File: config.mk
export PLATFORM = sky130hd
export DESIGN_NAME = nonzero_balanced_row_partitioner_flat
export DESIGN_NICKNAME = d
export VERILOG_FILES = /design/src/rtl/nbrp_pkg.sv /design/src/rtl/nbrp_if.sv /design/src/rtl/nbrp_div.sv /design/src/rtl/nbrp_fifo.sv /design/src/rtl/nbrp_front.sv /design/src/rtl/nbrp_back.sv /design/src/rtl/nonzero_balanced_row_partitioner.sv /design/src/flat_wrapper.sv
export SDC_FILE = /design/constraint.sdc
export NUM_CORES = 1
export LEC_CHECK = 0
export BUFFER_PORTS_ARGS = -buffer_cell sky130_fd_sc_hd__buf_4
export CAP_MARGIN = 20
export CORE_UTILIZATION = 58
export CTS_BUF_LIST = sky130_fd_sc_hd__clkbuf_4 sky130_fd_sc_hd__clkbuf_8
export DETAILED_ROUTE_END_ITERATION = 10
export HOLD_SLACK_MARGIN = 0.03
export PLACE_DENSITY = 0.78
export SLEW_MARGIN = 25
export SYNTH_ARGS = -nofsm -noshare
export SYNTH_HDL_FRONTEND = slang
export SYNTH_SLANG_ARGS = --single-unit
File: constraint.sdc
create_clock -name clk -period 10.1 [get_ports clk]
set_input_delay 1.515 -clock clk [delete_from_list [all_inputs] [get_ports clk]]
set_output_delay 1.515 -clock clk [all_outputs]
set_load 0.005 [all_outputs]
File: src/rtl/nbrp_pkg.sv
// shared types and constants of the nonzero balanced row partitioner
package nbrp_pkg;

    localparam int OFFSET_W   = 32;
    localparam int CUT_W      = 7;
    localparam int CFG_IDX_W  = 2;
    localparam int CFG_DATA_W = 32;
    localparam int QUEUE_DEPTH = 4;
    localparam int DIV_STEP_W = $clog2(OFFSET_W);

    localparam logic [CFG_IDX_W-1:0] REG_BLOCK_COUNT    = 2'd0;
    localparam logic [CFG_IDX_W-1:0] REG_TOTAL_NONZEROS = 2'd1;

    // quotient and remainder of total_nonzeros over the block count, with busy and done flags
    typedef struct packed {
        logic [OFFSET_W-1:0] quotient;
        logic [CUT_W-1:0]    remainder;
        logic                busy;
        logic                done;
    } div_result_t;

endpackage

File: src/rtl/nbrp_if.sv
// valid/ready channels for row offsets in and cut points out
interface nbrp_in_if;
    logic                          valid;
    logic                          ready;
    logic [nbrp_pkg::OFFSET_W-1:0] row_end_offset;
    logic                          final_row;

    modport source (output valid, output row_end_offset, output final_row, input ready);
    modport sink   (input valid, input row_end_offset, input final_row, output ready);
endinterface

interface nbrp_out_if #(
    parameter int ROW_W = 25
);
    logic                       valid;
    logic                       ready;
    logic [nbrp_pkg::CUT_W-1:0] cut_number;
    logic [ROW_W-1:0]           cut_row;
    logic                       last_cut;

    modport source (output valid, output cut_number, output cut_row, output last_cut,
                    input ready);
    modport sink   (input valid, input cut_number, input cut_row, input last_cut,
                    output ready);
endinterface

File: src/rtl/nbrp_div.sv
// bit-serial divider: total nonzeros over block count, one quotient bit per cycle
module nbrp_div
(
    input  logic                          clk,
    input  logic                          rst_n,
    input  logic                          start,
    input  logic [nbrp_pkg::OFFSET_W-1:0] dividend,
    input  logic [nbrp_pkg::CUT_W-1:0]    divisor,
    output nbrp_pkg::div_result_t         result
);

    localparam int OW = nbrp_pkg::OFFSET_W;
    localparam int CW = nbrp_pkg::CUT_W;

    logic [OW-1:0]                   quot_reg, quot_next;
    logic [CW-1:0]                   rem_reg, rem_next;
    logic [nbrp_pkg::DIV_STEP_W-1:0] step_reg, step_next;
    logic                            busy_reg, busy_next;
    logic                            done_reg, done_next;
    logic [CW-1:0]                   trial;
    logic                            fits;

    // remainder stays below the divisor, so its top bit is free for the shift
    assign trial = {rem_reg[CW-2:0], quot_reg[OW-1]};
    assign fits  = (trial >= divisor);

    always_comb
    begin
        quot_next = quot_reg;
        rem_next  = rem_reg;
        step_next = step_reg;
        busy_next = busy_reg;
        done_next = 1'b0;
        if (start)
        begin
            quot_next = dividend;
            rem_next  = '0;
            step_next = '0;
            busy_next = 1'b1;
        end
        else if (busy_reg)
        begin
            quot_next = {quot_reg[OW-2:0], fits};
            rem_next  = fits ? (trial - divisor) : trial;
            step_next = step_reg + 1'b1;
            if (step_reg == nbrp_pkg::DIV_STEP_W'(OW - 1))
            begin
                busy_next = 1'b0;
                done_next = 1'b1;
            end
        end
    end

    always_ff @(posedge clk or negedge rst_n)
    begin
        if (!rst_n)
        begin
            quot_reg <= '0;
            rem_reg  <= '0;
            step_reg <= '0;
            busy_reg <= 1'b0;
            done_reg <= 1'b0;
        end
        else
        begin
            quot_reg <= quot_next;
            rem_reg  <= rem_next;
            step_reg <= step_next;
            busy_reg <= busy_next;
            done_reg <= done_next;
        end
    end

    assign result.quotient  = quot_reg;
    assign result.remainder = rem_reg;
    assign result.busy      = busy_reg;
    assign result.done      = done_reg;

endmodule

File: src/rtl/nbrp_fifo.sv
// small register queue between the row front end and the cut engine
module nbrp_fifo #(
    parameter int WIDTH = 8,
    parameter int DEPTH = 4
)
(
    input  logic             clk,
    input  logic             rst_n,
    input  logic             push,
    input  logic [WIDTH-1:0] push_data,
    input  logic             pop,
    output logic [WIDTH-1:0] pop_data,
    output logic             empty,
    output logic             full
);

    localparam int PTR_W = (DEPTH > 1) ? $clog2(DEPTH) : 1;
    localparam int CNT_W = $clog2(DEPTH + 1);

    logic [WIDTH-1:0] store_reg [DEPTH];
    logic [PTR_W-1:0] wr_ptr_reg, rd_ptr_reg;
    logic [CNT_W-1:0] count_reg;

    function automatic logic [PTR_W-1:0] bump(input logic [PTR_W-1:0] ptr);
        return (ptr == PTR_W'(DEPTH - 1)) ? '0 : ptr + 1'b1;
    endfunction

    assign empty    = (count_reg == '0);
    assign full     = (count_reg == CNT_W'(DEPTH));
    assign pop_data = store_reg[rd_ptr_reg];

    always_ff @(posedge clk)
    begin
        if (push)
        begin
            store_reg[wr_ptr_reg] <= push_data;
        end
    end

    always_ff @(posedge clk or negedge rst_n)
    begin
        if (!rst_n)
        begin
            wr_ptr_reg <= '0;
            rd_ptr_reg <= '0;
            count_reg  <= '0;
        end
        else
        begin
            if (push)
            begin
                wr_ptr_reg <= bump(wr_ptr_reg);
            end
            if (pop)
            begin
                rd_ptr_reg <= bump(rd_ptr_reg);
            end
            if (push && !pop)
            begin
                count_reg <= count_reg + 1'b1;
            end
            else if (pop && !push)
            begin
                count_reg <= count_reg - 1'b1;
            end
        end
    end

endmodule

File: src/rtl/nbrp_front.sv
// input side: takes row offsets, numbers the rows and queues them for the cut engine
module nbrp_front #(
    parameter longint unsigned MAX_ROWS = 64'd16777216,
    parameter int              ROW_W    = 25
)
(
    input  logic                                  clk,
    input  logic                                  rst_n,
    nbrp_in_if.sink                               in_ch,
    input  logic                                  restart,
    input  logic                                  hold,
    input  logic                                  queue_full,
    output logic                                  push,
    output logic [nbrp_pkg::OFFSET_W+2*ROW_W:0]   push_data
);

    logic [ROW_W-1:0] row_reg, row_next;
    logic [ROW_W-1:0] tail_row;
    logic             at_limit;

    assign at_limit    = (row_reg >= ROW_W'(MAX_ROWS));
    // row count seen on the final row, saturated at the row limit
    assign tail_row    = at_limit ? ROW_W'(MAX_ROWS) : row_reg + 1'b1;

    assign in_ch.ready = !queue_full && !hold;
    assign push        = in_ch.valid && in_ch.ready;
    assign push_data   = {in_ch.row_end_offset, in_ch.final_row, row_reg, tail_row};

    always_comb
    begin
        row_next = row_reg;
        if (restart)
        begin
            row_next = '0;
        end
        else if (push)
        begin
            if (in_ch.final_row)
            begin
                row_next = '0;
            end
            else if (!at_limit)
            begin
                row_next = row_reg + 1'b1;
            end
        end
    end

    always_ff @(posedge clk or negedge rst_n)
    begin
        if (!rst_n)
        begin
            row_reg <= '0;
        end
        else
        begin
            row_reg <= row_next;
        end
    end

endmodule

File: src/rtl/nbrp_back.sv
// cut engine: compares queued rows against cut targets and emits cut points
module nbrp_back #(
    parameter int ROW_W = 25
)
(
    input  logic                                clk,
    input  logic                                rst_n,
    input  logic                                queue_empty,
    input  logic [nbrp_pkg::OFFSET_W+2*ROW_W:0] queue_data,
    output logic                                pop,
    input  logic [nbrp_pkg::CUT_W-1:0]          blocks,
    input  nbrp_pkg::div_result_t               div,
    nbrp_out_if.source                          out_ch
);

    localparam int OW = nbrp_pkg::OFFSET_W;
    localparam int CW = nbrp_pkg::CUT_W;

    typedef enum logic [1:0] {
        ST_IDLE,
        ST_SCAN,
        ST_TAIL
    } state_t;

    state_t           state_reg, state_next;
    logic [OW-1:0]    offset_reg, offset_next;
    logic             final_reg, final_next;
    logic [ROW_W-1:0] row_reg, row_next;
    logic [ROW_W-1:0] tail_reg, tail_next;
    logic [CW-1:0]    cut_reg, cut_next;
    logic [OW-1:0]    target_reg, target_next;
    logic [CW-1:0]    acc_reg, acc_next;
    logic             out_valid_reg, out_valid_next;
    logic [CW-1:0]    out_cut_reg, out_cut_next;
    logic [ROW_W-1:0] out_row_reg, out_row_next;
    logic             out_last_reg, out_last_next;

    logic             slot_free;
    logic             cut_hit;
    logic [CW:0]      acc_sum;
    logic             wrap;
    logic [CW-1:0]    acc_adv;
    logic [OW-1:0]    target_adv;

    assign slot_free = !out_valid_reg || out_ch.ready;
    assign cut_hit   = (cut_reg < blocks) && (offset_reg >= target_reg);

    // target of cut c+1 = target of cut c + q + carry of the running remainder
    assign acc_sum    = {1'b0, acc_reg} + {1'b0, div.remainder};
    assign wrap       = (acc_sum >= {1'b0, blocks});
    assign acc_adv    = wrap ? CW'(acc_sum - {1'b0, blocks}) : CW'(acc_sum);
    assign target_adv = target_reg + div.quotient + OW'(wrap);

    always_comb
    begin
        state_next     = state_reg;
        offset_next    = offset_reg;
        final_next     = final_reg;
        row_next       = row_reg;
        tail_next      = tail_reg;
        cut_next       = cut_reg;
        target_next    = target_reg;
        acc_next       = acc_reg;
        out_valid_next = out_valid_reg && !out_ch.ready;
        out_cut_next   = out_cut_reg;
        out_row_next   = out_row_reg;
        out_last_next  = out_last_reg;
        pop            = 1'b0;

        if (div.done)
        begin
            // new configuration: restart at cut one
            state_next  = ST_IDLE;
            cut_next    = CW'(1);
            target_next = div.quotient;
            acc_next    = div.remainder;
        end
        else
        begin
            unique case (state_reg)
                ST_IDLE:
                begin
                    if (!queue_empty)
                    begin
                        pop = 1'b1;
                        {offset_next, final_next, row_next, tail_next} = queue_data;
                        state_next = ST_SCAN;
                    end
                end
                ST_SCAN:
                begin
                    if (cut_hit)
                    begin
                        if (slot_free)
                        begin
                            out_valid_next = 1'b1;
                            out_cut_next   = cut_reg;
                            out_row_next   = row_reg;
                            out_last_next  = 1'b0;
                            cut_next       = cut_reg + 1'b1;
                            target_next    = target_adv;
                            acc_next       = acc_adv;
                        end
                    end
                    else if (final_reg)
                    begin
                        state_next = ST_TAIL;
                    end
                    else
                    begin
                        state_next = ST_IDLE;
                    end
                end
                ST_TAIL:
                begin
                    if (slot_free)
                    begin
                        out_valid_next = 1'b1;
                        out_cut_next   = cut_reg;
                        out_row_next   = tail_reg;
                        out_last_next  = (cut_reg == blocks);
                        if (cut_reg == blocks)
                        begin
                            // matrix done, next row starts a new partition
                            state_next  = ST_IDLE;
                            cut_next    = CW'(1);
                            target_next = div.quotient;
                            acc_next    = div.remainder;
                        end
                        else
                        begin
                            cut_next = cut_reg + 1'b1;
                        end
                    end
                end
                default:
                begin
                    state_next = ST_IDLE;
                end
            endcase
        end
    end

    always_ff @(posedge clk or negedge rst_n)
    begin
        if (!rst_n)
        begin
            state_reg     <= ST_IDLE;
            offset_reg    <= '0;
            final_reg     <= 1'b0;
            row_reg       <= '0;
            tail_reg      <= '0;
            cut_reg       <= CW'(1);
            target_reg    <= '0;
            acc_reg       <= '0;
            out_valid_reg <= 1'b0;
            out_cut_reg   <= '0;
            out_row_reg   <= '0;
            out_last_reg  <= 1'b0;
        end
        else
        begin
            state_reg     <= state_next;
            offset_reg    <= offset_next;
            final_reg     <= final_next;
            row_reg       <= row_next;
            tail_reg      <= tail_next;
            cut_reg       <= cut_next;
            target_reg    <= target_next;
            acc_reg       <= acc_next;
            out_valid_reg <= out_valid_next;
            out_cut_reg   <= out_cut_next;
            out_row_reg   <= out_row_next;
            out_last_reg  <= out_last_next;
        end
    end

    assign out_ch.valid      = out_valid_reg;
    assign out_ch.cut_number = out_cut_reg;
    assign out_ch.cut_row    = out_row_reg;
    assign out_ch.last_cut   = out_last_reg;

endmodule

File: src/rtl/nonzero_balanced_row_partitioner.sv
// top level: splits sparse matrix rows into blocks of near-equal nonzero count
// Rows arrive as cumulative end offsets, one per transfer, and are queued (four deep)
// ahead of the cut engine, which pops a row in its idle state and then compares it in
// its scan state, emitting that row's cut points one after another and holding while
// the output slot is occupied. The last row emits every pending cut up to cut block_count,
// each with the row count as its row. A write to block_count or total_nonzeros
// restarts the partition and starts a bit-serial divider for the per-cut step; input
// is held off while that start is pending and while the divider is busy. cut_row is
// clog2(MAX_ROWS+1) bits wide and the out channel must be built with that ROW_W.
// Configuration is to be written only while the block is idle.
module nonzero_balanced_row_partitioner #(
    parameter int              MAX_BLOCKS = 64,
    parameter longint unsigned MAX_ROWS   = 64'd16777216
)
(
    input  logic                            clk,
    input  logic                            rst_n,
    nbrp_in_if.sink                         in_ch,
    nbrp_out_if.source                      out_ch,
    input  logic                            cfg_we,
    input  logic [nbrp_pkg::CFG_IDX_W-1:0]  cfg_index,
    input  logic [nbrp_pkg::CFG_DATA_W-1:0] cfg_data
);

    localparam int ROW_W   = $clog2(MAX_ROWS + 64'd1);
    localparam int OW      = nbrp_pkg::OFFSET_W;
    localparam int CW      = nbrp_pkg::CUT_W;
    localparam int ENTRY_W = OW + 2 * ROW_W + 1;

    logic [CW-1:0]         block_count_reg;
    logic [OW-1:0]         total_reg;
    logic                  div_start_reg;
    logic                  cfg_hit;
    logic [CW-1:0]         blocks;
    nbrp_pkg::div_result_t div;
    logic                  push, pop, q_empty, q_full;
    logic [ENTRY_W-1:0]    push_data, pop_data;

    assign cfg_hit = cfg_we && ((cfg_index == nbrp_pkg::REG_BLOCK_COUNT) ||
                                (cfg_index == nbrp_pkg::REG_TOTAL_NONZEROS));

    // block count zero acts as one, above the limit saturates
    assign blocks = (block_count_reg == '0) ? CW'(1) :
                    (block_count_reg > CW'(MAX_BLOCKS)) ? CW'(MAX_BLOCKS) : block_count_reg;

    always_ff @(posedge clk or negedge rst_n)
    begin
        if (!rst_n)
        begin
            block_count_reg <= CW'(1);
            total_reg       <= '0;
            div_start_reg   <= 1'b0;
        end
        else
        begin
            div_start_reg <= cfg_hit;
            if (cfg_we && (cfg_index == nbrp_pkg::REG_BLOCK_COUNT))
            begin
                block_count_reg <= cfg_data[CW-1:0];
            end
            if (cfg_we && (cfg_index == nbrp_pkg::REG_TOTAL_NONZEROS))
            begin
                total_reg <= cfg_data[OW-1:0];
            end
        end
    end

    nbrp_div u_div (
        .clk      (clk),
        .rst_n    (rst_n),
        .start    (div_start_reg),
        .dividend (total_reg),
        .divisor  (blocks),
        .result   (div)
    );

    nbrp_front #(
        .MAX_ROWS (MAX_ROWS),
        .ROW_W    (ROW_W)
    ) u_front (
        .clk        (clk),
        .rst_n      (rst_n),
        .in_ch      (in_ch),
        .restart    (cfg_hit),
        .hold       (div_start_reg || div.busy),
        .queue_full (q_full),
        .push       (push),
        .push_data  (push_data)
    );

    nbrp_fifo #(
        .WIDTH (ENTRY_W),
        .DEPTH (nbrp_pkg::QUEUE_DEPTH)
    ) u_fifo (
        .clk       (clk),
        .rst_n     (rst_n),
        .push      (push),
        .push_data (push_data),
        .pop       (pop),
        .pop_data  (pop_data),
        .empty     (q_empty),
        .full      (q_full)
    );

    nbrp_back #(
        .ROW_W (ROW_W)
    ) u_back (
        .clk         (clk),
        .rst_n       (rst_n),
        .queue_empty (q_empty),
        .queue_data  (pop_data),
        .pop         (pop),
        .blocks      (blocks),
        .div         (div),
        .out_ch      (out_ch)
    );

endmodule

File: src/flat_wrapper.sv
// flat-port wrapper written by rule: the top's interface ports become plain ports
module nonzero_balanced_row_partitioner_flat 
#(
    parameter int              MAX_BLOCKS = 64,
    parameter longint unsigned MAX_ROWS   = 64'd16777216
)
  (clk, rst_n, cfg_we, cfg_index, cfg_data, in_ch_valid, in_ch_row_end_offset, in_ch_final_row, in_ch_ready, out_ch_valid, out_ch_cut_number, out_ch_cut_row, out_ch_last_cut, out_ch_ready);
  nbrp_in_if in_ch_i ();
  nbrp_out_if out_ch_i ();
  input  logic clk;
  input  logic rst_n;
  input  logic cfg_we;
  input  logic [nbrp_pkg::CFG_IDX_W-1:0] cfg_index;
  input  logic [nbrp_pkg::CFG_DATA_W-1:0] cfg_data;
  input wire logic [$bits(in_ch_i.valid)-1:0] in_ch_valid;
  input wire logic [$bits(in_ch_i.row_end_offset)-1:0] in_ch_row_end_offset;
  input wire logic [$bits(in_ch_i.final_row)-1:0] in_ch_final_row;
  output wire logic [$bits(in_ch_i.ready)-1:0] in_ch_ready;
  output wire logic [$bits(out_ch_i.valid)-1:0] out_ch_valid;
  output wire logic [$bits(out_ch_i.cut_number)-1:0] out_ch_cut_number;
  output wire logic [$bits(out_ch_i.cut_row)-1:0] out_ch_cut_row;
  output wire logic [$bits(out_ch_i.last_cut)-1:0] out_ch_last_cut;
  input wire logic [$bits(out_ch_i.ready)-1:0] out_ch_ready;
  assign in_ch_i.valid = in_ch_valid;
  assign in_ch_i.row_end_offset = in_ch_row_end_offset;
  assign in_ch_i.final_row = in_ch_final_row;
  assign in_ch_ready = in_ch_i.ready;
  assign out_ch_valid = out_ch_i.valid;
  assign out_ch_cut_number = out_ch_i.cut_number;
  assign out_ch_cut_row = out_ch_i.cut_row;
  assign out_ch_last_cut = out_ch_i.last_cut;
  assign out_ch_i.ready = out_ch_ready;
  nonzero_balanced_row_partitioner #(.MAX_BLOCKS(MAX_BLOCKS), .MAX_ROWS(MAX_ROWS)) u_core (.clk(clk), .rst_n(rst_n), .in_ch(in_ch_i), .out_ch(out_ch_i), .cfg_we(cfg_we), .cfg_index(cfg_index), .cfg_data(cfg_data));
endmodule
### After elaboration in Yosys (flattened, before gate mapping)

Memory sizes are Yosys's and may differ from the RTL's. A register that Yosys moved wholly into a read port is not among the register bits.
Index checks and enable logic that the tools add are counted.

| cells by class | value |
|---|---|
| add/subtract/negate cells | 12 |
| order comparisons | 6 |
| eq/ne operators | 18 |
| multiplexer cells | 70 |
| bitwise operators | 2 |
| reduce and logical (&&, ||, !) cells | 35 |

Operators with widths:

| operator | number |
|---|---|
| 32-bit 2-to-1 mux | 7 |
| 25-bit 2-to-1 mux | 8 |
| 7-bit 2-to-1 mux | 18 |
| 32-bit one-hot mux with 2 select lines | 1 |
| 25-bit one-hot mux with 2 select lines | 1 |
| 7-bit one-hot mux with 2 select lines | 3 |
| 32-bit by 1-bit adder with 32-bit output | 1 |
| 32-bit adder | 1 |
| 32-bit >= comparator | 1 |
| 25-bit by 1-bit adder with 25-bit output (second input constant) | 1 |
| 25-bit >= comparator (second input constant) | 1 |
| 3-bit by 2-bit inequality test with 1-bit output (second input constant) | 7 |
| 1-bit 2-to-1 mux | 17 |
| 2-bit 2-to-1 mux | 8 |
| 7-bit subtractor | 2 |
| 5-bit 2-to-1 mux | 2 |
| 5-bit AND reduction | 2 |
| 1-bit logical AND | 9 |
| 7-bit by 7-bit adder with 8-bit output | 1 |
| 8-bit by 7-bit >= comparator with 1-bit output | 1 |
| 4-bit AND reduction | 2 |
| 2-bit nonzero test | 4 |
| 7-bit by 1-bit adder with 7-bit output (second input constant) | 1 |
| 7-bit equality test | 1 |
| 24 further kinds | 43 |

| word-level totals | value |
|---|---|
| register bits | 200 |
| RAM bits | 332 |
| output and inout port bits | 35 |
| word-level logic and storage cells | 164 |
| memories | 1 |

Memories:

| name | depth | bits a word | rd ports | clocked after Yosys merged registers in | wr ports | line | text |
|---|---|---|---|---|---|---|---|
| u_core.u_fifo.store_reg | 4 | 83 | 1 | 1 | 1 | nbrp_fifo.sv:20 | `logic [WIDTH-1:0] store_reg [DEPTH];` |

### Longest topological paths before layout

Gate-level depths: netlist of run 1.

| logic depth | value |
|---|---|
| depth in word-level cells | 9 |
| gate-level depth with buffers | 26 |
| gate-level depth less buffers | 26 |

### Modules after synthesis

From an unflattened synthesis of run 1, not the netlist that was laid out.

| second synthesis, totals | value |
|---|---|
| cells, all modules | 2093 |
| area, all modules | 28712.5 sq um |

By module, submodules not included:

| module | instances | cells an instance | area each (sq um) |
|---|---|---|---|
| nbrp_fifo | 1 | 471 | 12441.9 |
| nbrp_back | 1 | 1002 | 9979.6 |
| nbrp_div | 1 | 260 | 2481.1 |
| nbrp_front | 1 | 265 | 2114.5 |
| nonzero_balanced_row_partitioner | 1 | 95 | 1695.4 |

### Worst setup path before layout of run 1

Ideal clock, no wire load.

| path | value |
|---|---|
| path type | register to register |
| start | register u_core.u_div.rem_reg[0] |
| end | register u_core.u_back.target_reg[22] |
| setup time | 0.064 ns |
| arrival time | 5.083 ns |
| data required time | 10.036 ns |
| slack | 4.953 ns |
| stages on the path, launching flop included | 27 |
| clock period less this slack | 5.147 ns |
| path through | dfrtp_1 > ha_1 > fa_1 > a21oi_1 > nor2_1 > nor2_1 > o21bai_1 > a21oi_1 > xnor2_1 > ha_1 > a211o_1 > nor2_1 > o21ai_0 > o22ai_1 > o21ai_1 > inv_1 > fa_1 > fa_1 > nand2b_1 > a21oi_1 > o21ai_0 > and3b_1 > nor2_1 > a211oi_1 > or4_1 > a31oi_1 > a21o_1 |

| between the ends | value |
|---|---|
| cells in the longest elaborated chain, start to end | 7 |

RTL lines:

| what | line | text |
|---|---|---|
| start, declared | nbrp_div.sv:16 | `logic [CW-1:0] rem_reg, rem_next;` |
| start signal, assigned | nbrp_div.sv:67 | `rem_reg <= rem_next;` |
| 7-bit by 7-bit adder with 8-bit output | nbrp_back.sv:49 | `assign acc_sum = {1'b0, acc_reg} + {1'b0, div.remainder};` |
| 8-bit by 7-bit >= comparator with 1-bit output | nbrp_back.sv:50 | `assign wrap = (acc_sum >= {1'b0, blocks});` |
| 32-bit by 1-bit adder with 32-bit output | nbrp_back.sv:52 | `assign target_adv = target_reg + div.quotient + OW'(wrap);` |
| 32-bit 2-to-1 mux | nbrp_back.sv:94 | `if (slot_free)` |
| 32-bit 2-to-1 mux | nbrp_back.sv:92 | `if (cut_hit)` |
| 32-bit one-hot mux with 2 select lines | nbrp_back.sv:80 | `unique case (state_reg)` |
| 32-bit 2-to-1 mux | nbrp_back.sv:70 | `if (div.done)` |
| end signal, assigned | nbrp_back.sv:169 | `target_reg <= target_next;` |
| end, declared | nbrp_back.sv:31 | `logic [OW-1:0] target_reg, target_next;` |

Every way passes these cells. The select of a mux whose other input is x is not followed.
A chain may end at the register's enable or synchronous reset.

### Final worst setup path of run 1

Same ends and word-level chain as after synthesis.

==> summary.txt, run 1 <==
Place
  – Setup WS pre-CTS: 4210 ps
  – GPL Wtd Cong: 0.895
  – Port bufs: 106
  – DP Cell Count: 2,644
  – Hpwl dp: 35,800 um
  – DP Area: 0.0294 mm2

Clock network
  – Post-cts hold buffer count: 0
  – Clock Tree Root: clkbuf_8
  – TritonCTS clock tree: yes
  – # H-tree levels: 3
  – Setup Fix Bufs, Post-CTS: 0
  – Max clock buf depth: 3
  – CTS resizes: 0
  – Clk_lat worst skew: 710 ps
  – CTS sink cnt: 615
  – Clk slew on worst S/H paths: 60 ps
  – Total CTS buffers: 99

Floorplan
  – Die height: 222 um
  – Die area: 0.0491 mm2
  – Die Wd: 222 um
  – Standard-cell row count: 80
  – Top Ports: 107
  – Initial Util: 58.7%
  – Core area: 0.0476 mm2

Drt
  – Total Wirelength: 57,400 um
  – Routed vias: 16,731
  – Routed wire per std cell: 20.3 um
  – Vias/cell: 5.91
  – # DRC: 0
  – DRT antenna net count: 0
  – DR iter-0 viols: 1,184
  – Initial DRT Pass Iterations: 6

Power and ir drop
  – Int Pwr: 0.00611 W
  – Pwr dens: 297 mW/mm2
  – Combinational power share: 39.1%
  – Worst VDD drop: 0.200 mV
  – Pleak: 13.3 nW
  – Sw frac: 34.8%
  – Clock power frac: 24.4%
  – Switching pwr: 0.00326 W
  – Sequential Power Share: 36.5%

STA
  – Worst setup margin: 4040 ps
  – Post-layout minimum cycle time: 6060 ps
  – Fmax: 0.165 GHz
  – Slew HR: 29.8%
  – Setup repair after global routing missed its margin: no
  – Setup TNS: 0 ps
  – Final period util: 60.0%
  – Max Clock Skew: 55.8 ps
  – Worst-Margin Slew: 1050 ps
  – Final setup viols: 0
  – Max-slew violation count: 0
  – Final hold violation count: 0

Run
  – Max_cap viols: 0

Cells and area
  – Commonest non-fill, non-tap cell in the layout: edfxtp_1
  – Most frequent cells in the layout: edfxtp_1 (332), dfrtp_1 (277), mux2_2 (132)
  – # nets final: 2,312
  – Area Growth Syn to Fin: 12.8%
  – Number of fill cells: 3,402
  – Diodes inserted: 0
  – Final non-filler cell area: 0.0315 mm2
  – Share of post-route cells with drive strength above 1: 24.8%
  – Non-Filler Instances: 2,830
  – Number of flip-flops under the largest register name: 332

Logic synthesis
  – Avg Inst Size Synth: 14.0 um2
  – #FFs+latches synth: 615
  – EDFF count, synth: 332
  – Seq/Total Area, Yosys: 61.0%
  – Syn Inst Count: 1,999
  – Synth cell types: 68
  – Mapped Area: 0.0280 mm2
  – Most used DFF post-synth: edfxtp_1
  – Async set-reset flop share out of synthesis: 46.0%
  – Syn. warnings: 0
  – Syn nets: 2,181

Critical path
  – CP Launch Type: flip-flop
  – CP max FO: 8
  – Type of the worst setup path: flip-flop to flip-flop
  – CP arrival: 6650 ps
  – Critical Path RT: 10,700 ps
  – Critical Path End Type: flip-flop

Global routing
  – Vias in the first global route: 17,549
  – Pin count of the biggest net entering global routing: 80
  – Antenna violations before repair: 4
  – Total gr overflow: 0
  – Gr usage total: 24.1%
  – First-pass GRT wire length: 92,900 um

Min path
  – Worst hold path type: flip-flop to flip-flop

Run status
  – Status: completed
metrics by stage:
step                hold slack (ps)  power, W  util, %
global route                    505    0.0100     66.2
global placement                459   0.00699     61.7
CTS                             492   0.00945     66.2
floorplan                       448   0.00622        -
finish                          486   0.00937     66.2
detailed placement              472   0.00714     61.7
final cells by class:
type                       instances  area (um2)  share of cell area, %
clock buffer                     158        1890                   5.98
clock inverter                    28         270                  0.857
inverter                          67         251                  0.797
multi-input combinational       1218       10300                   32.7
sequential                       615       17100                   54.1
tap                              615         769                   2.44
timing repair buffer             129         983                   3.12
worst max-delay path, cell delays in order, from the launching register on:
cell and delay (ps):
dfrtp_1 460, ha_1 250, fa_1 410, a21oi_1 160, nor2_1 60, nor2_1 170, o21bai_1 100, a21oi_1 170
xnor2_1 170, ha_1 190, a211o_1 120, nor2_1 50, o21ai_0 70, o22ai_1 110, o21ai_1 450, inv_1 200
fa_1 460, fa_1 430, nand2b_1 180, a21oi_1 170, o21ai_0 140, and3b_1 250, nor2_1 250, a211oi_1 150
or4_1 480, a31oi_1 210, a21o_1 110
metal layers:
| layer | routed length, um | track usage [%] |
|---|---|---|
| met2 | 30000 | 42.9 |
| met1 | 23300 | 29.6 |
| met3 | 2570 | 4.77 |
| met4 | 1490 | 7.89 |
| met5 | 61 | 0 |
synth_stat cells, types with 4 or more instances:
| cell type | number | area [um2] |
|---|---|---|
| a21oi_1 | 101 | 505 |
| or3_1 | 5 | 31.3 |
| fa_1 | 6 | 120 |
| nand2_1 | 113 | 424 |
| dfrtp_1 | 281 | 7030 |
| ha_1 | 104 | 1300 |
| xnor2_1 | 33 | 289 |
| o31ai_1 | 14 | 105 |
| inv_1 | 67 | 251 |
| nor2b_1 | 11 | 68.8 |
| nand3_1 | 25 | 125 |
| xor2_1 | 29 | 254 |
| and2_1 | 8 | 50.1 |
| buf_2 | 15 | 75.1 |
| nor3b_1 | 4 | 30.0 |
| nor3_1 | 13 | 65.1 |
| nand2b_1 | 11 | 68.8 |
| and3_1 | 22 | 138 |
| o21bai_1 | 8 | 60.1 |
| o21a_1 | 4 | 30.0 |
| a211oi_1 | 32 | 240 |
| o21ai_0 | 96 | 480 |
| nor2_1 | 128 | 480 |
| buf_1 | 12 | 45.0 |
| a22oi_1 | 5 | 37.5 |
| mux2i_1 | 87 | 871 |
| nand4_1 | 15 | 93.8 |
| a211o_1 | 4 | 35.0 |
| a31oi_1 | 9 | 56.3 |
| clkbuf_1 | 68 | 255 |
| edfxtp_1 | 332 | 9970 |
| a21o_1 | 46 | 345 |
| mux4_2 | 83 | 1870 |
| and4_1 | 5 | 43.8 |
| o21ai_1 | 15 | 75.1 |
| a221o_1 | 5 | 50.1 |
| o211ai_1 | 4 | 30.0 |
| mux2_2 | 132 | 1490 |
path summary, 6_finish.rpt:
kind	end	startpoint	cells past startpoint	slack, ps
worst max register to register	u_core.u_back.target_reg[22]	u_core.u_div.rem_reg[0]	26	4040
worst min-delay path	u_core.u_div.quot_reg[27]	u_core.total_reg[27]	2	490
worst max-delay path	u_core.u_back.target_reg[22]	u_core.u_div.rem_reg[0]	26	4040
min in group asynchronous	u_core.u_back.target_reg[28]	rst_n	1	820
max in group asynchronous	u_core.u_fifo.rd_ptr_reg[0]	rst_n	2	7890
worst min register to register	u_core.u_div.quot_reg[27]	u_core.total_reg[27]	2	490
cell families (layout without fill, tap and decap cells):
| family | count (synthesis) | in the layout | share of synthesized area (%) |
|---|---|---|---|
| buffers and inverters | 166 | 382 | 2.34 |
| muxes | 302 | 302 | 15.1 |
| and+or+nand+nor | 373 | 373 | 6.16 |
| DFF | 615 | 615 | 61.0 |
| adders and majority gates | 110 | 110 | 5.08 |
| xor gates and xnor gates | 62 | 62 | 1.94 |
| AOI/OAI and AO/OA | 371 | 371 | 8.40 |
power by group through the flow:
| stage | clock network, W | logic, W | registers, W |
|---|---|---|---|
| 6_report | 0.00228 | 0.00367 | 0.00342 |
| 5_1_grt | 0.00244 | 0.00407 | 0.00349 |
| 4_1_cts | 0.00233 | 0.00369 | 0.00343 |
| 3_5_place_dp | 0 | 0.00367 | 0.00347 |
| 3_3_place_gp | 0 | 0.00353 | 0.00346 |
| 2_1_floorplan | 0 | 0.00291 | 0.00331 |
No activity file was read; power rests on OpenSTA's default activity.
==> inputs of run 2 (changes only) <==
clock period = 5.9 ns   (was 10.1 ns; I/O delays follow)
==> summary.txt, run 2 (synthesis gave the netlist of run 1 again) <==
Run status
  – Status: completed

Global routing
  – Gr usage total: 24.5%
  – Antenna violations before repair: 5
  – Vias in the first global route: 17,717
  – Total gr overflow: 0
  – First-pass GRT wire length: 93,700 um
  – Pin count of the biggest net entering global routing: 135

Place
  – Setup WS pre-CTS: 517 ps
  – GPL Wtd Cong: 0.886
  – Port bufs: 106
  – Hpwl dp: 37,000 um

Drt
  – # DRC: 0
  – DR iter-0 viols: 1,037
  – Routed wire per std cell: 20.6 um
  – Vias/cell: 5.96
  – Initial DRT Pass Iterations: 5
  – DRT antenna net count: 0
  – Total Wirelength: 58,300 um
  – Routed vias: 16,886

STA
  – Worst-Margin Slew: 916 ps
  – Final hold violation count: 0
  – Setup repair after global routing missed its margin: no
  – Setup TNS: 0 ps
  – Final period util: 92.3%
  – WHS: 182 ps
  – Fmax: 0.184 GHz
  – Worst setup margin: 454 ps
  – Post-layout minimum cycle time: 5450 ps
  – Final setup viols: 0
  – Slew HR: 38.4%
  – Max Clock Skew: 48.8 ps
  – Max-slew violation count: 0

Floorplan
  – Top Ports: 107
  – Die Wd: 222 um
  – Die area: 0.0491 mm2
  – Initial Util: 58.7%
  – Standard-cell row count: 80
  – Die height: 222 um
  – Core area: 0.0476 mm2

Cells and area
  – Share of post-route cells with drive strength above 1: 25.0%
  – Commonest non-fill, non-tap cell in the layout: edfxtp_1
  – # nets final: 2,316
  – Most frequent cells in the layout: edfxtp_1 (332), dfrtp_1 (277), buf_4 (134)
  – Area Growth Syn to Fin: 12.8%
  – Number of flip-flops under the largest register name: 332
  – Finished Core Util: 66.2%

Power and ir drop
  – Pwr dens: 507 mW/mm2
  – Pleak: 13.4 nW
  – Overall Power: 0.0160 W
  – Worst VDD drop: 0.287 mV

Clock network
  – # H-tree levels: 3
  – Clk_lat worst skew: 710 ps
  – Max clock buf depth: 3
  – Clock Tree Root: clkbuf_8
  – Total CTS buffers: 96
  – Setup Fix Bufs, Post-CTS: 0
  – CTS sink cnt: 615
  – TritonCTS clock tree: yes
  – Post-cts hold buffer count: 0
  – CTS resizes: 0
  – Clk slew on worst S/H paths: 60 ps

Critical path
  – CP bufs+invs: 1
  – CP Launch Type: flip-flop
  – Worst r2r path cells: 26
  – CP most frequent cell: nor2_1
  – Worst path max stage delay: 490 ps
  – CP arrival: 6060 ps
  – Type of the worst setup path: flip-flop to flip-flop
  – Critical Path RT: 6510 ps
  – Critical Path End Type: flip-flop
  – Slowest CP cell: or4_1
  – CP max FO: 6
  – Delay-heaviest family, CP: adder cells
  – CP Depth: 26

Run
  – Max_cap viols: 0

Min path
  – Worst hold path type: primary input to asynchronous set/reset pin
-- run 2: cell types whose count changed in the layout (fill, tap and decap cells not counted), sizes merged --
| cell | before | now |
|---|---|---|
| inv | 68 | 70 |
| buf | 129 | 136 |
| clkbuf | 158 | 153 |
| clkinvlp | 3 | 2 |
| clkinv | 19 | 20 |
| diode | 0 | 2 |
| bufinv | 5 | 3 |
-- run 2: final timing paths --
path / startpoint / endpoint / slack (ps)
max: u_core.u_div.rem_reg[0] / u_core.u_back.target_reg[22] / 450
min: rst_n / u_core.u_back.offset_reg[27] / 180
max reg2reg: u_core.u_div.rem_reg[0] / u_core.u_back.target_reg[22] / 450
min reg2reg: u_core.total_reg[27] / u_core.u_div.quot_reg[27] / 490
max in group asynchronous: rst_n / u_core.u_back.out_ch.cut_row[7] / 4360
min in group clk: in_ch_row_end_offset[4] / u_core.u_fifo.store_reg[1][55] / 380
-- run 2: power by group --
group | internal, W | total, W | switching (W)
logic | 0.00299 | 0.00629 | 0.00330
registers | 0.00525 | 0.00590 | 0.000646
clock network | 0.00214 | 0.00380 | 0.00166
total | 0.0104 | 0.0160 | 0.00561
-- run 2: final cells by class --
| class | count | area [um2] |
|---|---|---|
| well taps | 615 | 769 |
| multi-input cells | 1218 | 10300 |
| flip-flops and latches | 615 | 17100 |
| repair buffers | 136 | 1040 |
| diodes | 2 | 5.00 |
| clock buffers | 153 | 1860 |
| fillers | 3338 | 16100 |
| inverters | 67 | 251 |
| clock inverters | 28 | 244 |
-- run 2: routing by layer --
layer | routed length (um) | vias up | global-route usage, %
met5 | 45 | - | 0
met4 | 1600 | 6 | 9.43
met3 | 2470 | 125 | 4.55
met2 | 30100 | 374 | 42.1
met1 | 24100 | 8616 | 30.8
li1 | - | 7765 | -
-- run 2: stage by stage --
stage                     cells  area [um2]
after CTS                  2832       31500
after floorplan            1999       28000
after global routing       2834       31600
final                      2834       31600
after detailed placement   2651       29400
after global placement     2651       29400
-- run 2: worst reg2reg max path, delay by kind of cell (launching register included) --
kind,cells,cell delay (ps)
flip-flops,1,450
buffers and inverters,1,80
AO/OA/AOI/OAI,12,1590
XOR/XNOR,1,170
adder cells (fa/ha/maj),5,1690
AND/OR/NAND/NOR,7,1380
==> inputs of run 3 (changes only) <==
clock period = 6.95 ns   (was 5.9 ns; I/O delays follow)
==> summary.txt, run 3 (synthesis gave the netlist of run 1 again) <==
Run status
  – Status: completed

Critical path
  – Worst path max stage delay: 460 ps
  – CP Launch Type: flip-flop
  – Type of the worst setup path: flip-flop to flip-flop
  – Critical Path RT: 7500 ps
  – Critical Path End Type: flip-flop
  – CP Launch Point: u_core.u_div.rem_reg[0]
  – Slowest CP cell: dfrtp_1
  – CP max FO: 8
  – R2r startpoint: u_core.u_div.rem_reg[0]
  – Worst r2r path cells: 26
  – CP arrival: 6430 ps

Clock network
  – Post-cts hold buffer count: 0
  – Clock Tree Root: clkbuf_8
  – Max clock buf depth: 3
  – # H-tree levels: 3
  – Total CTS buffers: 97
  – Setup Fix Bufs, Post-CTS: 0
  – TritonCTS clock tree: yes
  – Clk_lat worst skew: 690 ps
  – CTS sink cnt: 615
  – Clk slew on worst S/H paths: 60 ps
  – CTS resizes: 0

Floorplan
  – Die area: 0.0491 mm2
  – Die Wd: 222 um
  – Top Ports: 107
  – Core area: 0.0476 mm2
  – Standard-cell row count: 80
  – Initial Util: 58.7%
  – Die height: 222 um

STA
  – Final hold violation count: 0
  – Final setup viols: 0
  – Max Clock Skew: 24.4 ps
  – Worst-Margin Slew: 930 ps
  – Worst setup margin: 1070 ps
  – Final period util: 84.6%
  – Slew HR: 38.0%
  – Max-slew violation count: 0
  – Post-layout minimum cycle time: 5880 ps
  – Fmax: 0.170 GHz
  – Setup TNS: 0 ps
  – Setup repair after global routing missed its margin: no

Place
  – Port bufs: 106
  – Hpwl dp: 36,900 um
  – DP Cell Count: 2,644
  – GPL Wtd Cong: 0.865
  – DP Area: 0.0294 mm2
  – Setup WS pre-CTS: 1110 ps

Cells and area
  – Commonest non-fill, non-tap cell in the layout: edfxtp_1
  – Non-Filler Instances: 2,828
  – # nets final: 2,311
  – Most frequent cells in the layout: edfxtp_1 (332), dfrtp_1 (277), mux2_2 (132)
  – Number of flip-flops under the largest register name: 332
  – Number of fill cells: 3,369
  – Final non-filler cell area: 0.0315 mm2
  – Area Growth Syn to Fin: 12.6%
  – Share of post-route cells with drive strength above 1: 24.9%

Global routing
  – Vias in the first global route: 17,631
  – Pin count of the biggest net entering global routing: 130
  – Busiest grt layer: met2
  – Antenna violations before repair: 3
  – Total gr overflow: 0
  – M3 GR Usage: 4.74%
  – Global routing met1 resource utilization: 30.0%
  – Met2 usage: 42.0%
  – First-pass GRT wire length: 93,000 um
  – Gr usage total: 24.2%

Power and ir drop
  – Pwr dens: 430 mW/mm2
  – Pleak: 13.4 nW
  – Worst VDD drop: 0.251 mV

Drt
  – Initial DRT Pass Iterations: 7
  – DR iter-0 viols: 1,164
  – # DRC: 0
  – Routed wire per std cell: 20.6 um
  – Routed vias: 16,763
  – Vias/cell: 5.93
  – DRT antenna net count: 0
  – Total Wirelength: 58,200 um

Min path
  – Worst hold path type: primary input to asynchronous set/reset pin

Run
  – Max_cap viols: 0
run 3: changes by cell type in the layout (fill, tap and decap cells not counted), sizes merged:
cell / delta
clkinv: -5
buf: -6
clkbuf: +10
clkinvlp: -2
diode: -1
bufinv: -2
run 3: critical path: cells and delay by family (launching register included):
| kind | cells | cell delay, ps |
|---|---|---|
| AO/OA/AOI/OAI | 11 | 1870 |
| AND/OR/NAND/NOR | 7 | 1150 |
| flip-flops | 1 | 460 |
| XOR/XNOR | 2 | 310 |
| adder cells (fa/ha/maj) | 5 | 1730 |
| buffers and inverters | 1 | 190 |
run 3: metal layers:
metal | vias to the layer above | routed length (um) | share of wire [%]
met5 | - | 26 | 0.045
met4 | 4 | 1980 | 3.4
met3 | 137 | 2470 | 4.3
met2 | 377 | 30100 | 52
met1 | 8491 | 23600 | 41
li1 | 7754 | - | -
run 3: metrics by stage:
step                      util [%]  hold WS [ps]  power, W
final                         66.1           380    0.0136
after global routing          66.1           404    0.0145
after CTS                     66.1           398    0.0137
after detailed placement      61.7           471    0.0104
after global placement        61.7           460    0.0102
after floorplan                  -           448   0.00904
run 3: power by group:
group          leakage (nW)  internal [W]  switching (W)  total, W
sequential             6.87       0.00446       0.000489   0.00495
clock                  1.12       0.00181        0.00139   0.00320
combinational          5.38       0.00254        0.00287   0.00540
total                  13.4       0.00881        0.00475    0.0136
run 3: final timing paths:
kind | slack (ps) | end
max | 1070 | u_core.u_back.target_reg[26]
min | 380 | u_core.u_back.offset_reg[20]
max reg2reg | 1070 | u_core.u_back.target_reg[26]
min reg2reg | 480 | u_core.u_div.quot_reg[17]
max in group asynchronous | 5270 | u_core.u_front.row_reg[21]
min in group clk | 480 | u_core.u_div.quot_reg[17]
run 3: layout make-up:
cell class              count  area [um2]  area share [%]
flip-flops and latches    615       17100            54.2
multi-input cells        1218       10300            32.7
clock buffers             163        1960            6.21
repair buffers            130        1020            3.22
well taps                 615         769            2.44
inverters                  67         251           0.798
clock inverters            19         133           0.421
diodes                      1        2.50         0.00794
